==> src/wav_header_parser_top_defines.svh <==
// assertion macros for the wav header parser top level
`ifndef WAV_HEADER_PARSER_TOP_DEFINES_SVH
`define WAV_HEADER_PARSER_TOP_DEFINES_SVH

// condition holds in the same cycle as the trigger
`define WAVP_ASSERT_SAME(name, ante, cons) \
    name: assert property (@(posedge i_clk) disable iff (!i_rst_n) (ante) |-> (cons)) \
        else $error("wav header parser check failed");

// condition holds in the cycle after the trigger
`define WAVP_ASSERT_NEXT(name, ante, cons) \
    name: assert property (@(posedge i_clk) disable iff (!i_rst_n) (ante) |=> (cons)) \
        else $error("wav header parser check failed");

`endif

==> src/wavp_pkg.sv <==
// types and constants of the wav header parser
package wavp_pkg;

    localparam logic [31:0] MAGIC_RIFF = 32'h4646_4952;
    localparam logic [31:0] MAGIC_WAVE = 32'h4556_4157;
    localparam logic [31:0] MAGIC_FMT  = 32'h2074_6d66;
    localparam logic [31:0] MAGIC_DATA = 32'h6174_6164;

    localparam logic [31:0] WORD_BYTES = 32'd4;
    localparam logic [31:0] FMT_BYTES  = 32'd16;

    // remaining-byte counts inside the fmt body where a field completes
    localparam logic [31:0] FMT_LEFT_CHANNELS = FMT_BYTES - 32'd4;
    localparam logic [31:0] FMT_LEFT_RATE     = FMT_BYTES - 32'd8;
    localparam logic [31:0] FMT_LEFT_BITS     = 32'd0;

    typedef enum logic [2:0] {
        PH_RIFF,
        PH_SIZE,
        PH_WAVE,
        PH_ID,
        PH_LEN,
        PH_FMT,
        PH_SKIP
    } t_phase;

    typedef enum logic [1:0] {
        ST_OK,
        ST_BAD_RIFF,
        ST_BAD_WAVE,
        ST_NO_DATA
    } t_status;

    typedef struct packed {
        t_phase      phase;
        logic [31:0] bytes_left;
        logic [31:0] gather;
        logic [31:0] chunk_length;
        logic [31:0] byte_position;
        logic [31:0] rate_seen;
        logic [15:0] bits_seen;
        logic [15:0] channels_seen;
        logic        finished;
    } t_state;

    typedef struct packed {
        t_status     status;
        logic [31:0] sample_rate;
        logic [15:0] bits_per_sample;
        logic [15:0] channel_count;
        logic [31:0] payload_offset;
        logic [31:0] payload_size;
    } t_result;

    localparam t_state STATE_RESET = '{
        phase:         PH_RIFF,
        bytes_left:    WORD_BYTES,
        gather:        32'd0,
        chunk_length:  32'd0,
        byte_position: 32'd0,
        rate_seen:     32'd0,
        bits_seen:     16'd0,
        channels_seen: 16'd0,
        finished:      1'b0
    };

endpackage

==> src/wav_header_parser_top.sv <==
// wav header parser top level: parse state, result register and handshake
//
//  channel   direction  handshake           payload
//  input     in         i_valid / o_stall   i_file_byte, i_end_of_file
//  result    out        o_valid / i_stall   o_status, o_sample_rate, o_bits_per_sample,
//                                           o_channel_count, o_payload_offset,
//                                           o_payload_size
//
// one byte per cycle while o_stall is low; a result appears on o_valid the cycle after the byte that decides it
// the parse state register feeds one pass of compare and counter logic per byte
// i_rst_n is synchronous; after reset the parser waits for the riff magic
// o_stall rises only while a result is held and the downstream side stalls

`include "wav_header_parser_top_defines.svh"

module wav_header_parser_top import wavp_pkg::*; (
    input  logic        i_clk,
    input  logic        i_rst_n,
    input  logic        i_valid,
    output logic        o_stall,
    input  logic [7:0]  i_file_byte,
    input  logic        i_end_of_file,
    output logic        o_valid,
    input  logic        i_stall,
    output logic [1:0]  o_status,
    output logic [31:0] o_sample_rate,
    output logic [15:0] o_bits_per_sample,
    output logic [15:0] o_channel_count,
    output logic [31:0] o_payload_offset,
    output logic [31:0] o_payload_size
);

    t_state  r_state;
    t_state  n_state;
    t_result r_result;
    t_result n_result;
    logic    r_out_valid;
    logic    w_emit;
    logic    w_accept;

    wavp_step u_step (
        .i_state       (r_state),
        .i_file_byte   (i_file_byte),
        .i_end_of_file (i_end_of_file),
        .o_next_state  (n_state),
        .o_emit        (w_emit),
        .o_result      (n_result)
    );

    // a byte may decide a result, so hold off only while the result slot is blocked
    assign o_stall  = r_out_valid & i_stall;
    assign w_accept = i_valid & ~o_stall;

    always_ff @(posedge i_clk) begin
        if (!i_rst_n) begin
            r_state     <= STATE_RESET;
            r_out_valid <= 1'b0;
        end else begin
            if (w_accept) begin
                r_state <= n_state;
            end
            if (w_accept && w_emit) begin
                r_out_valid <= 1'b1;
            end else if (!i_stall) begin
                r_out_valid <= 1'b0;
            end
        end
    end

    always_ff @(posedge i_clk) begin
        if (w_accept && w_emit) begin
            r_result <= n_result;
        end
    end

    assign o_valid           = r_out_valid;
    assign o_status          = r_result.status;
    assign o_sample_rate     = r_result.sample_rate;
    assign o_bits_per_sample = r_result.bits_per_sample;
    assign o_channel_count   = r_result.channel_count;
    assign o_payload_offset  = r_result.payload_offset;
    assign o_payload_size    = r_result.payload_size;

    // end of file while still parsing always produces a result
    `WAVP_ASSERT_SAME(a_eof_reports, w_accept && i_end_of_file && !r_state.finished, w_emit)

    // nothing is reported while waiting for the end of a finished file
    `WAVP_ASSERT_SAME(a_quiet_when_done, w_accept && r_state.finished, !w_emit)

    // the last byte of a file rearms the parser
    `WAVP_ASSERT_NEXT(a_eof_rearms, w_accept && i_end_of_file, r_state.phase == PH_RIFF && !r_state.finished && r_state.byte_position == 32'd0)

    // failure results carry no format or location
    `WAVP_ASSERT_SAME(a_fail_zero, o_valid && o_status != ST_OK, o_payload_offset == 32'd0 && o_payload_size == 32'd0 && o_sample_rate == 32'd0)

endmodule

==> src/wavp_step.sv <==
// per-byte parse step: next state and result decision
module wavp_step import wavp_pkg::*; (
    input  t_state      i_state,
    input  logic [7:0]  i_file_byte,
    input  logic        i_end_of_file,
    output t_state      o_next_state,
    output logic        o_emit,
    output t_result     o_result
);

    logic [31:0] w_pos;
    logic [31:0] w_gather;
    logic [31:0] w_left;
    logic        w_done;
    logic [31:0] w_fmt_rest;
    logic        w_hit;
    t_status     w_hit_status;

    assign w_pos      = i_state.byte_position + 32'd1;
    assign w_gather   = {i_file_byte, i_state.gather[31:8]};
    assign w_left     = i_state.bytes_left - 32'd1;
    assign w_done     = (w_left == 32'd0);
    assign w_fmt_rest = (i_state.chunk_length > FMT_BYTES) ?
                        (i_state.chunk_length - FMT_BYTES) : 32'd0;

    // decisions completed by this byte
    always_comb begin
        w_hit        = 1'b0;
        w_hit_status = ST_OK;
        if (!i_state.finished && w_done) begin
            unique case (i_state.phase)
                PH_RIFF: begin
                    w_hit        = (w_gather != MAGIC_RIFF);
                    w_hit_status = ST_BAD_RIFF;
                end
                PH_WAVE: begin
                    w_hit        = (w_gather != MAGIC_WAVE);
                    w_hit_status = ST_BAD_WAVE;
                end
                PH_LEN: begin
                    w_hit        = (i_state.chunk_length == MAGIC_DATA);
                    w_hit_status = ST_OK;
                end
                default: begin
                    w_hit        = 1'b0;
                    w_hit_status = ST_OK;
                end
            endcase
        end
    end

    // next state
    always_comb begin
        o_next_state = i_state;
        if (i_state.finished) begin
            if (i_end_of_file) begin
                o_next_state = STATE_RESET;
            end
        end else begin
            o_next_state.byte_position = w_pos;
            o_next_state.gather        = w_gather;
            o_next_state.bytes_left    = w_left;
            unique case (i_state.phase)
                PH_RIFF: begin
                    if (w_done && w_gather == MAGIC_RIFF) begin
                        o_next_state.phase      = PH_SIZE;
                        o_next_state.bytes_left = WORD_BYTES;
                    end
                end
                PH_SIZE: begin
                    if (w_done) begin
                        o_next_state.phase      = PH_WAVE;
                        o_next_state.bytes_left = WORD_BYTES;
                    end
                end
                PH_WAVE: begin
                    if (w_done && w_gather == MAGIC_WAVE) begin
                        o_next_state.phase      = PH_ID;
                        o_next_state.bytes_left = WORD_BYTES;
                    end
                end
                PH_ID: begin
                    if (w_done) begin
                        // chunk id parks in chunk_length until the size arrives
                        o_next_state.chunk_length = w_gather;
                        o_next_state.phase        = PH_LEN;
                        o_next_state.bytes_left   = WORD_BYTES;
                    end
                end
                PH_LEN: begin
                    if (w_done) begin
                        o_next_state.chunk_length = w_gather;
                        if (i_state.chunk_length == MAGIC_DATA) begin
                            o_next_state.phase = PH_LEN;
                        end else if (i_state.chunk_length == MAGIC_FMT) begin
                            o_next_state.phase      = PH_FMT;
                            o_next_state.bytes_left = FMT_BYTES;
                        end else if (w_gather == 32'd0) begin
                            o_next_state.phase      = PH_ID;
                            o_next_state.bytes_left = WORD_BYTES;
                        end else begin
                            o_next_state.phase      = PH_SKIP;
                            o_next_state.bytes_left = w_gather;
                        end
                    end
                end
                PH_FMT: begin
                    if (w_left == FMT_LEFT_CHANNELS) begin
                        o_next_state.channels_seen = w_gather[31:16];
                    end else if (w_left == FMT_LEFT_RATE) begin
                        o_next_state.rate_seen = w_gather;
                    end else if (w_left == FMT_LEFT_BITS) begin
                        o_next_state.bits_seen = w_gather[31:16];
                    end
                    if (w_done) begin
                        if (w_fmt_rest == 32'd0) begin
                            o_next_state.phase      = PH_ID;
                            o_next_state.bytes_left = WORD_BYTES;
                        end else begin
                            o_next_state.phase      = PH_SKIP;
                            o_next_state.bytes_left = w_fmt_rest;
                        end
                    end
                end
                PH_SKIP: begin
                    if (w_done) begin
                        o_next_state.phase      = PH_ID;
                        o_next_state.bytes_left = WORD_BYTES;
                    end
                end
                default: begin
                    o_next_state.phase      = PH_RIFF;
                    o_next_state.bytes_left = WORD_BYTES;
                end
            endcase
            if (i_end_of_file) begin
                o_next_state = STATE_RESET;
            end else if (w_hit) begin
                o_next_state.finished = 1'b1;
            end
        end
    end

    // result
    always_comb begin
        o_emit   = 1'b0;
        o_result = '0;
        if (w_hit) begin
            o_emit          = 1'b1;
            o_result.status = w_hit_status;
            if (w_hit_status == ST_OK) begin
                o_result.sample_rate     = i_state.rate_seen;
                o_result.bits_per_sample = i_state.bits_seen;
                o_result.channel_count   = i_state.channels_seen;
                o_result.payload_offset  = w_pos;
                o_result.payload_size    = w_gather;
            end
        end else if (!i_state.finished && i_end_of_file) begin
            o_emit          = 1'b1;
            o_result.status = ST_NO_DATA;
        end
    end

endmodule

==> config.mk <==
export PLATFORM = sky130hd
export DESIGN_NAME = wav_header_parser_top
export DESIGN_NICKNAME = d
export VERILOG_FILES = /design/src/wavp_pkg.sv /design/src/wav_header_parser_top.sv /design/src/wavp_step.sv
export VERILOG_INCLUDE_DIRS = /design/src /design/src/src
export SDC_FILE = /design/constraint.sdc
export NUM_CORES = 1
export LEC_CHECK = 0
export ABC_CLOCK_PERIOD_IN_PS = 8500
export BUFFER_PORTS_ARGS = -buffer_cell sky130_fd_sc_hd__buf_2
export CORE_MARGIN = 4
export CORE_UTILIZATION = 45
export DETAILED_ROUTE_END_ITERATION = 8
export GPL_TIMING_DRIVEN = 0
export HOLD_SLACK_MARGIN = 0.12
export PLACE_DENSITY_LB_ADDON = 0.15
export SLEW_MARGIN = 40
export SYNTH_ARGS = -nofsm -noshare
export SYNTH_HDL_FRONTEND = slang
export SYNTH_SLANG_ARGS = --single-unit
==> constraint.sdc <==
create_clock -name i_clk -period 8.5 [get_ports i_clk]
set_clock_uncertainty 0.15 [all_clocks]
set_input_delay 0.425 -clock i_clk [delete_from_list [all_inputs] [get_ports i_clk]]
set_output_delay 0.425 -clock i_clk [all_outputs]
set_load 0.05 [all_outputs]
==> results of run 1 <==
flip-flops by register name (all words and copies together), names as in the netlist:
register           cells
o_payload_size        32
o_status               2
o_payload_offset      32
o_valid                1
o_channel_count       16
o_sample_rate         32
o_bits_per_sample     16
r_state              188
cell families (layout without fill, tap and decap cells):
| family | count (synthesis) | in the layout |
|---|---|---|
| fa+ha+maj | 6 | 6 |
| compound gates | 349 | 349 |
| mux | 33 | 33 |
| buf+inv | 146 | 361 |
| simple gates | 811 | 811 |
| flops | 319 | 319 |
| xor+xnor | 72 | 72 |
tightest hold or removal path, delay by kind of cell:
family | cells | cell delay [ps]
buf+inv | 1 | 160
compound gates | 1 | 90
simple gates | 1 | 110
timing repair:
item | in CTS | in global routing
resized for setup | 0 | 0
hold buffers | 3 | 0
setup buffers | 0 | 0
endpoints found under the hold margin | 2 | 0
cells in the final DEF (no fill, tap or decap), drive strengths merged, types with 8 or more instances in the layout:
| master | count |
|---|---|
| nand4 | 26 |
| and2 | 155 |
| nor3 | 45 |
| nor2b | 67 |
| and4 | 10 |
| nor2 | 104 |
| mux2i | 33 |
| buf | 190 |
| xor2 | 44 |
| a31oi | 28 |
| and3 | 18 |
| nor4 | 40 |
| edfxtp | 130 |
| a22oi | 36 |
| nand2b | 9 |
| dfxtp | 189 |
| clkbuf | 138 |
| nand4b | 8 |
| or3 | 14 |
| xnor2 | 28 |
| a21oi | 82 |
| nand3b | 23 |
| clkinv | 9 |
| inv | 17 |
| o21ai | 72 |
| a32oi | 10 |
| nand3 | 95 |
| or4 | 16 |
| a21boi | 68 |
| nand2 | 156 |
where the power goes:
group / internal [W] / switching (W) / leakage, nW
registers: 0.00162 / 0.0000263 / 2.79
clock network: 0.000905 / 0.000643 / 0.570
logic: 0.000135 / 0.000340 / 3.64
total: 0.00266 / 0.00101 / 7.00
stage by stage:
stage	worst slack, ps	utilization [%]
6_report	3760	53.3
5_1_grt	3440	53.3
4_1_cts	3800	53.3
3_5_place_dp	3830	50.0
3_3_place_gp	415	49.7
2_1_floorplan	2380	-
layer usage:
metal | share of wire [%] | track usage, %
met3 | 6.4 | 3.54
met2 | 45 | 41.5
met4 | 3.7 | 8.83
met5 | 0 | 0
met1 | 45 | 38.2
path summary, 6_finish.rpt:
path                                           startpoint                                to  slack, ps  cells after the start
worst max-delay path            r_state[161]$_SDFFE_PN0P_  o_payload_size[11]$_SDFFCE_PN0P_       3760                     14
worst min-delay path                       i_file_byte[7]         r_state[192]$_SDFFE_PN0P_        160                      3
worst max register to register  r_state[161]$_SDFFE_PN0P_  o_payload_size[11]$_SDFFCE_PN0P_       3760                     14
worst min register to register    r_state[7]$_SDFFE_PN0P_           r_state[7]$_SDFFE_PN0P_        300                      2
cell type report:
type / instances / area share, %
Inverter: 15 / 0.294
Multi-Input combinational cell: 1271 / 42.8
Clock inverter: 15 / 0.804
Tap cell: 461 / 3.01
Sequential cell: 319 / 40.1
Timing Repair Buffer: 150 / 4.26
Buffer: 131 / 3.35
Clock buffer: 50 / 5.30
==> summary.md, run 1 <==
| Metric | Value |
|---|---|
| Sequential share of the synthesized area | `between 40% and 50%` |
| Post-synthesis register bit count | `between 300 and 400` |
| Crit end category | `flip-flop` |
| Worst EP required | `8560 ps` |
| GRT Overall Usage | `26.5%` |
| Synth async-reset ratio | `0%` |
| Peak supply drop | `about 0.12 mV` |
| Post-synthesis instance total | `around 1700` |
| Count of different cell masters after synthesis | `87` |
| Synth Area in Compound Gates | `13.8%` |
| Top cell type's share of synthesized area | `between 20% and 30%` |
| Clk sinks | `roughly 320` |
| Sequential standard cell area | `approximately 7700 um^2` |
| RSZ-0062 raised after global routing | `false` |
| Power per Cell Area | `approximately 190 nW/um^2` |
| Share of cells above drive strength 1 | `about 16%` |
| Largest stage delay on the critical path | `around 570 ps` |
| Worst-path cell with the longest stage delay | `nor4b_4` |
| Most frequent cell after synthesis | `dfxtp_1` |
| Slew Limit Fails | `0` |
| Die W | `about 200 um` |
| Post-route antenna net violation count | `0` |
| Post-Layout Cell Count | `between 2000 and 2500` |
| Area Overhead vs Synth | `15.6%` |
| P_leak | `between 6 and 7 nW` |
| Hold_ws | `about 160 ps` |
| Area of the core | `about 36000 um^2` |
| Setup CP Type | `flip-flop to flip-flop` |
| Initial antenna violation count | `1` |
| Starting Density | `a little under half` |
| CP Launch Type | `flip-flop` |
| Total chip power | `approximately 0.0037 W` |
| Slew @ Worst Pin | `between 800 and 900 ps` |
| Num ports | `between 100 and 150` |
| Vias | `about 14000` |
| Adder-cell share of the synthesized area | `0.453%` |
| Finished Cell Area | `~19000 um^2` |
| Largest family of logic cells by synthesized area | `simple AND/OR/NAND/NOR gates` |
| Crit path max-delay family | `simple AND/OR/NAND/NOR gates` |
| Max Cap Violations | `0` |
| Hold WC Path Type | `input port to flip-flop` |
| Die H | `200 um` |
| Filler cells | `~3400` |
| First-pass GRT wire length | `slightly above 80000 um` |
| Max Freq | `around 210 MHz` |
| Period utilisation layout | `between 50% and 60%` |
| Synth Net Count | `approximately 1800` |
| DRC viols | `0` |
| Setup violators final | `0` |
| Port Buf Inserts | `142` |
| Worst slew margin | `approximately two fifths` |
| DR vias/cell | `5.88` |
| Worst Path Arrival | `between 4000 and 5000 ps` |
| Final hold vios | `0` |
| XOR/XNOR Fraction of Synth Area | `under 10%` |
| Clock Latency Late Sink | `approximately 530 ps` |
| Multi-input logic area | `slightly above 8000 um^2` |
| Largest net degree at the start of global routing | `46` |
| Mapped Area | `16600 um^2` |
| Nets | `~1900` |
| Site row count | `69` |
| Diode count | `0` |
| CTS buffer count | `36` |
| Initial DRT Pass Iterations | `5` |
| Multiplexer share of the synthesized area | `roughly 2.0%` |
| Critical-path maximum fanout | `45` |
| CTS tree | `done` |
| YS warnings | `0` |
| Clock period minus worst slack | `roughly 4700 ps` |
| Final setup TNS | `0 ps` |
| Bufs and invs on worst path | `5` |
| Wire per inst | `22.4 um` |
| Dpl cell area | `roughly 18000 um^2` |
| HPWL after DPL | `40200 um` |
| Top cells by count, synth | `189 x dfxtp_1, 156 x nand2_1, 153 x and2_1` |
| Congestion Overflow GR | `0` |
| Clock Tree Root | `clkbuf_16` |
| Number of synthesized flops with an enable pin | `130` |
| Mean Syn Cell Area | `roughly 9.5 um^2` |
| Crit-path cells | `inv_1 > ha_1 > clkbuf_2 > nor4b_4 > nand4_1 > xor2_1 > nand4_1 > nor4_2 > buf_4 > nand3b_4 > nand2_1 > and2_4 > buf_12 > buf_12` |
| Outcome | `completed` |
| Cell total after placement | `2344` |
| Synth top area cells | `edfxtp_1 24%, dfxtp_1 23%, and2_1 5.8%` |
| Ys flop type | `dfxtp_1` |
| Clock buffer depth | `3` |
| Die area | `between 30000 and 40000 um^2` |
| Clock transition at the registers of the reported paths | `60 ps` |
| DR iter-0 viols | `1206` |
| Largest area contributor in the netlist | `edfxtp_1` |
| Via count of the first global-routing pass | `approximately 13000` |
| Post-synthesis simple-gate area fraction | `around 29%` |
| CTS H-tree lvls | `2` |
| Gpl congestion | `between 0.9 and 1` |
| Final wirelength | `between 50000 and 60000 um` |
Power figures use the tool's default switching activity.
==> inputs of run 2 (changes only) <==
ABC_CLOCK_PERIOD_IN_PS = 4700   (was 8500)
clock period = 4.7 ns   (was 8.5 ns; I/O delays follow)
==> summary.md, run 2 (synthesis gave the netlist of run 1 again) <==
| Metric | Value |
|---|---|
| Outcome | `completed` |
| Die H | `200 um (unchanged)` |
| Most common cell after layout, fill and taps aside | `dfxtp_1` |
| Share of cells above drive strength 1 | `16.0% (-0.098 points)` |
| Gpl congestion | `0.952 (-2.9%)` |
| Clock Tree Root | `clkbuf_16` |
| Die W | `200 um (unchanged)` |
| Sequential standard cell area | `7690 um^2 (about the same)` |
| Area of the core | `35900 um^2 (unchanged)` |
| Num ports | `145 (unchanged)` |
| Clock period minus worst slack | `4370 ps (-368 ps)` |
| Multi-input logic area | `8220 um^2 (+0.24%)` |
| Vias | `14200 (+0.27%)` |
| Post-route antenna net violation count | `0 (unchanged)` |
| GRT Overall Usage | `26.6% (+0.13 points)` |
| Finished Cell Area | `19300 um^2 (+0.54%)` |
| Crit end category | `flip-flop` |
| CTS tree | `done` |
| Power per Cell Area | `345 nW/um^2 (+80%)` |
| Diode count | `0 (unchanged)` |
| DRC viols | `0 (unchanged)` |
| Nets | `1955 (+0.62%)` |
| Hold WC Path Type | `flip-flop to flip-flop` |
| CTS buffer count | `36 (unchanged)` |
| Setup violators final | `0 (unchanged)` |
| P_leak | `7.04 nW (+0.63%)` |
| Max Cap Violations | `0 (unchanged)` |
| Critical-path maximum fanout | `10 (-78%)` |
| CTS H-tree lvls | `2 (unchanged)` |
| Site row count | `69 (unchanged)` |
| Clock transition at the registers of the reported paths | `60 ps (about the same)` |
| Worst EP required | `4960 ps (-3600 ps)` |
| Setup CP Type | `flip-flop to flip-flop` |
| Filler cells | `3322 (-1.0%)` |
| Final setup TNS | `0 ps (unchanged)` |
| First-pass GRT wire length | `81200 um (-0.50%)` |
| DR vias/cell | `5.87 (-0.22%)` |
| Worst slew margin | `42.8% (+1.0 points)` |
| Peak supply drop | `0.216 mV (+80%)` |
| Post-Layout Cell Count | `2424 (+0.50%)` |
| Clock buffer depth | `3 (unchanged)` |
| RSZ-0062 raised after global routing | `false` |
| CP Launch Type | `flip-flop` |
| Port Buf Inserts | `142 (unchanged)` |
| Biggest register | `r_state` |
| Initial DRT Pass Iterations | `7 (+2)` |
| Cell total after placement | `2343 (-0.043%)` |
| Initial antenna violation count | `1 (unchanged)` |
| HPWL after DPL | `40400 um (+0.50%)` |
| Clock Latency Late Sink | `560 ps (+30 ps)` |
| Die area | `39900 um^2 (unchanged)` |
| Starting Density | `46.1% (unchanged)` |
| Max reg flops | `188 (unchanged)` |
| Dpl cell area | `17900 um^2 (about the same)` |
| Clk sinks | `319 (unchanged)` |
| Period utilisation layout | `93.0% (+37 points)` |
| Final wirelength | `54600 um (+1.1%)` |
| Final hold vios | `0 (unchanged)` |
| Via count of the first global-routing pass | `13200 (-0.82%)` |
| Congestion Overflow GR | `0 (unchanged)` |
| Max Freq | `229 MHz (+8.4%)` |
| Slew @ Worst Pin | `859 ps (-15.1 ps)` |
| Commonest cells after routing, fill and taps aside | `188 x dfxtp_1, 163 x buf_2, 156 x nand2_1, 152 x and2_1, 130 x edfxtp_1` |
| Slew Limit Fails | `0 (unchanged)` |
| Worst Path Arrival | `4630 ps (-170 ps)` |
| Wire per inst | `22.5 um (+0.63%)` |
| Area Overhead vs Synth | `16.3%` |
| Largest net degree at the start of global routing | `44 (-4.3%)` |
| DR iter-0 viols | `1155 (-4.2%)` |
-- run 2: cell types whose count changed in the layout (fill, tap and decap cells not counted), moves of 2 or more --
cell | before | now
dlygate4sd3_1 | 3 | 11
clkbuf_1 | 95 | 98
buf_4 | 11 | 14
clkinvlp_4 | 2 | 0
clkinv_2 | 5 | 1
clkinv_1 | 3 | 6
-- run 2: repair_timing --
action                     4_1_cts  5_1_grt
gates cloned                     0        1
hold endpoints to repair        29        0
setup buffers                    2        2
hold buffers                    11        0
setup endpoints to repair       82      111
gates resized for setup          0        2
-- run 2: layer usage --
metal	vias up	part of all wire [%]	global-route usage, %
met2	566	45	41.8
met3	101	6.6	4.25
li1	6661	-	-
met1	6902	45	38.2
met4	0	3.1	8.20
met5	-	0	0
-- run 2: critical path, cell delays in order (launching register included) --
cell and delay, ps:
dfxtp_2 380, inv_1 160, ha_1 160, clkbuf_2 250, nor3b_1 440, a31oi_1 180, nor3_1 510, nand4_1 150
and4b_1 330, nand4_2 180, nor4_4 350, buf_4 270, buf_2 300, buf_2 230, and2_1 170
-- run 2: worst paths after layout --
path,startpoint,endpoint,slack (ps),cells after the start
worst max-delay path,r_state[161]$_SDFFE_PN0P_,o_sample_rate[26]$_SDFFCE_PN0P_,330,14
worst max register to register,r_state[161]$_SDFFE_PN0P_,o_sample_rate[26]$_SDFFCE_PN0P_,330,14
worst min-delay path,r_state[24]$_SDFFE_PN0P_,r_state[24]$_SDFFE_PN0P_,300,2
worst min register to register,r_state[24]$_SDFFE_PN0P_,r_state[24]$_SDFFE_PN0P_,300,2
-- run 2: final cells by class --
| type | count | area share [%] |
|---|---|---|
| sequential | 319 | 39.9 |
| timing repair buffer | 161 | 4.77 |
| inverter | 15 | 0.292 |
| buffer | 131 | 3.33 |
| multi-input combinational | 1272 | 42.7 |
| tap | 461 | 3.00 |
| clock inverter | 11 | 0.559 |
| clock buffer | 54 | 5.40 |
-- run 2: power by group --
part           internal, W  switching [W]
registers          0.00294      0.0000482
clock network      0.00164        0.00114
logic             0.000254       0.000622
-- run 2: metrics by stage --
step	total power, W	setup WS, ps	util (%)	hold WS [ps]
6_report	0.00664	328	53.6	303
5_1_grt	0.00686	50.5	53.6	321
4_1_cts	0.00667	69.2	53.5	282
3_5_place_dp	0.00389	-22.0	50.0	298
3_3_place_gp	0.00388	-1420	49.7	293
2_1_floorplan	0.00363	29.7	-	240
==> inputs of run 3 (changes only) <==
CELL_PAD_IN_SITES_DETAIL_PLACEMENT = 1   (was unset)
CELL_PAD_IN_SITES_GLOBAL_PLACEMENT = 1   (was unset)
TNS_END_PERCENT = 100   (was unset)
==> summary.md, run 3 (synthesis gave the netlist of run 1 again) <==
| Metric | Value |
|---|---|
| Max reg flops | `188 (unchanged)` |
| Final setup TNS | `0 ps (unchanged)` |
| Slew @ Worst Pin | `950 ps (+91.8 ps)` |
| Die W | `200 um (unchanged)` |
| Biggest register | `r_state` |
| CTS tree | `done` |
| Clock Latency Late Sink | `540 ps (-20 ps)` |
| RSZ-0062 raised after global routing | `false` |
| Critical-path maximum fanout | `10 (unchanged)` |
| Congestion Overflow GR | `0 (unchanged)` |
| Internal power | `0.00499 W (+3.3%)` |
| Period utilisation layout | `94.1% (+1.1 points)` |
| Site row count | `69 (unchanged)` |
| Worst EP required | `4930 ps (-30 ps)` |
| Psw | `0.00190 W (+4.8%)` |
| Most common cell after layout, fill and taps aside | `dfxtp_1` |
| Area Overhead vs Synth | `17.3%` |
| Sw Ratio | `27.5% (+0.30 points)` |
| CTS buffer count | `37 (+2.8%)` |
| Wire per inst | `24.5 um (+8.9%)` |
| Final WS setup | `276 ps (-52.2 ps)` |
| First-pass GRT wire length | `90300 um (+11%)` |
| DRC viols | `0 (unchanged)` |
| Share of power burned in registers | `43.4% (-1.6 points)` |
| Clock Tree Root | `clkbuf_16` |
| Port Buf Inserts | `142 (unchanged)` |
| P_leak | `7.12 nW (+1.1%)` |
| Nets | `1957 (+0.10%)` |
| Area of the core | `35900 um^2 (unchanged)` |
| Worst Path Arrival | `4660 ps (+30 ps)` |
| Hold WC Path Type | `input port to flip-flop` |
| Initial antenna violation count | `0 (-1)` |
| Gpl congestion | `0.963 (+1.1%)` |
| Max Cap Violations | `0 (unchanged)` |
| Power per Cell Area | `355 nW/um^2 (+2.8%)` |
| Worst slew margin | `36.2% (-6.6 points)` |
| Combinational Power Share | `13.0% (-0.2 points)` |
| Commonest cells after routing, fill and taps aside | `189 x dfxtp_1, 164 x buf_2, 156 x nand2_1, 152 x and2_1, 130 x edfxtp_1` |
| Num ports | `145 (unchanged)` |
| Place WS | `-86.5 ps (-64.5 ps)` |
| DR vias/cell | `6.04 (+2.9%)` |
| Final hold vios | `0 (unchanged)` |
| Initial DRT Pass Iterations | `5 (-2)` |
| Final wirelength | `59600 um (+9.1%)` |
| Die area | `39900 um^2 (unchanged)` |
| Max Freq | `226 MHz (-1.2%)` |
| Clk sinks | `319 (unchanged)` |
| Peak supply drop | `0.221 mV (+2.4%)` |
| HPWL after DPL | `43800 um (+8.5%)` |
| Setup violators final | `0 (unchanged)` |
| Clock share of power | `43.6% (+1.7 points)` |
| Clock buffer depth | `3 (unchanged)` |
| CTS H-tree lvls | `2 (unchanged)` |
| Outcome | `completed` |
| Final core occ | `54.1% (+0.48 points)` |
| Largest net degree at the start of global routing | `43 (-2.3%)` |
| DR iter-0 viols | `1006 (-13%)` |
| Via count of the first global-routing pass | `15000 (+14%)` |
| Crit end category | `flip-flop` |
| Die H | `200 um (unchanged)` |
| Share of cells above drive strength 1 | `16.9% (+0.89 points)` |
| Setup CP Type | `flip-flop to flip-flop` |
| Slew Limit Fails | `0 (unchanged)` |
| GRT Overall Usage | `29.2% (+2.6 points)` |
| Clock transition at the registers of the reported paths | `60 ps (about the same)` |
| Starting Density | `46.1% (unchanged)` |
| Vias | `14700 (+3.0%)` |
| CP Launch Type | `flip-flop` |
| Clock period minus worst slack | `4420 ps (+52.2 ps)` |
| Post-route antenna net violation count | `0 (unchanged)` |
[run 3: cell count changes in the layout (fill, tap and decap cells not counted), moves of 2 or more]
cell and change:
clkinv_8 +2, o31ai_2 +2, clkinv_2 +2, o31ai_1 -2
clkbuf_16 +3, clkbuf_1 -7, xor2_1 -2, clkbuf_8 +3
buf_4 +2, clkinv_1 -2, xor2_2 +2
[run 3: final timing paths]
check                            start                         endpoint  slack [ps]  cells after the start
max          r_state[161]$_SDFFE_PN0P_  o_sample_rate[27]$_SDFFCE_PN0P_         280                     15
min                      i_end_of_file            o_status[1]$_DFFE_PP_         160                      3
max reg2reg  r_state[161]$_SDFFE_PN0P_  o_sample_rate[27]$_SDFFCE_PN0P_         280                     15
min reg2reg   r_state[64]$_SDFFE_PN0P_         r_state[64]$_SDFFE_PN0P_         310                      2
[run 3: per-stage QoR]
stage / instance area, um^2 / instances / total power, W / hold WS, ps
finish: 19400 / 2428 / 0.00689 / 157
CTS: 19300 / 2422 / 0.00690 / 127
global route: 19400 / 2427 / 0.00710 / 180
global placement: 17800 / 2339 / 0.00387 / 292
detailed placement: 17900 / 2343 / 0.00391 / 302
floorplan: 16600 / 1736 / 0.00363 / 240
[run 3: worst max-delay path, cell delays in order (launching register included)]
cell     delay [ps]
dfxtp_1         430
inv_1           200
ha_1            160
buf_2           260
nor4b_4         410
nand4_1         160
buf_4           190
o31ai_2         280
and2_1          290
and4b_1         280
nand4_2         200
nor4_4          330
buf_4           230
buf_2           270
buf_2           240
and2_1          180
[run 3: layout make-up]
class | count | area, um^2
clock inverter | 13 | 144
multi-input combinational | 1272 | 8260
inverter | 15 | 56.3
timing repair buffer | 162 | 923
tap | 461 | 577
clock buffer | 54 | 1130
buffer | 131 | 642
antenna | 1 | 2.50
sequential | 319 | 7690
fill | 4122 | 16500
[run 3: what timing repair did]
action | in CTS | in global routing
resized for setup | 1 | 7
hold endpoints to repair | 25 | 0
pin swaps | 0 | 3
setup buffers | 2 | 4
setup endpoints to repair | 112 | 158
hold buffers | 10 | 0
gates cloned | 0 | 1
[run 3: power by group through the flow]
stage	combinational, W	clock [W]	sequential, W
floorplan	0.000446	0	0.00318
global placement	0.000826	0	0.00305
detailed placement	0.000859	0	0.00305
CTS	0.000874	0.00304	0.00299
global route	0.000951	0.00316	0.00299
finish	0.000898	0.00300	0.00299
[run 3: routing by layer]
metal  GRT usage [%]  part of all wire [%]  vias up
li1                -                     -     6663
met2            49.1                    48      510
met3            4.06                   5.8      120
met1            39.4                    43     7371
met4            9.28                   3.4        0
met5               0                     0        -
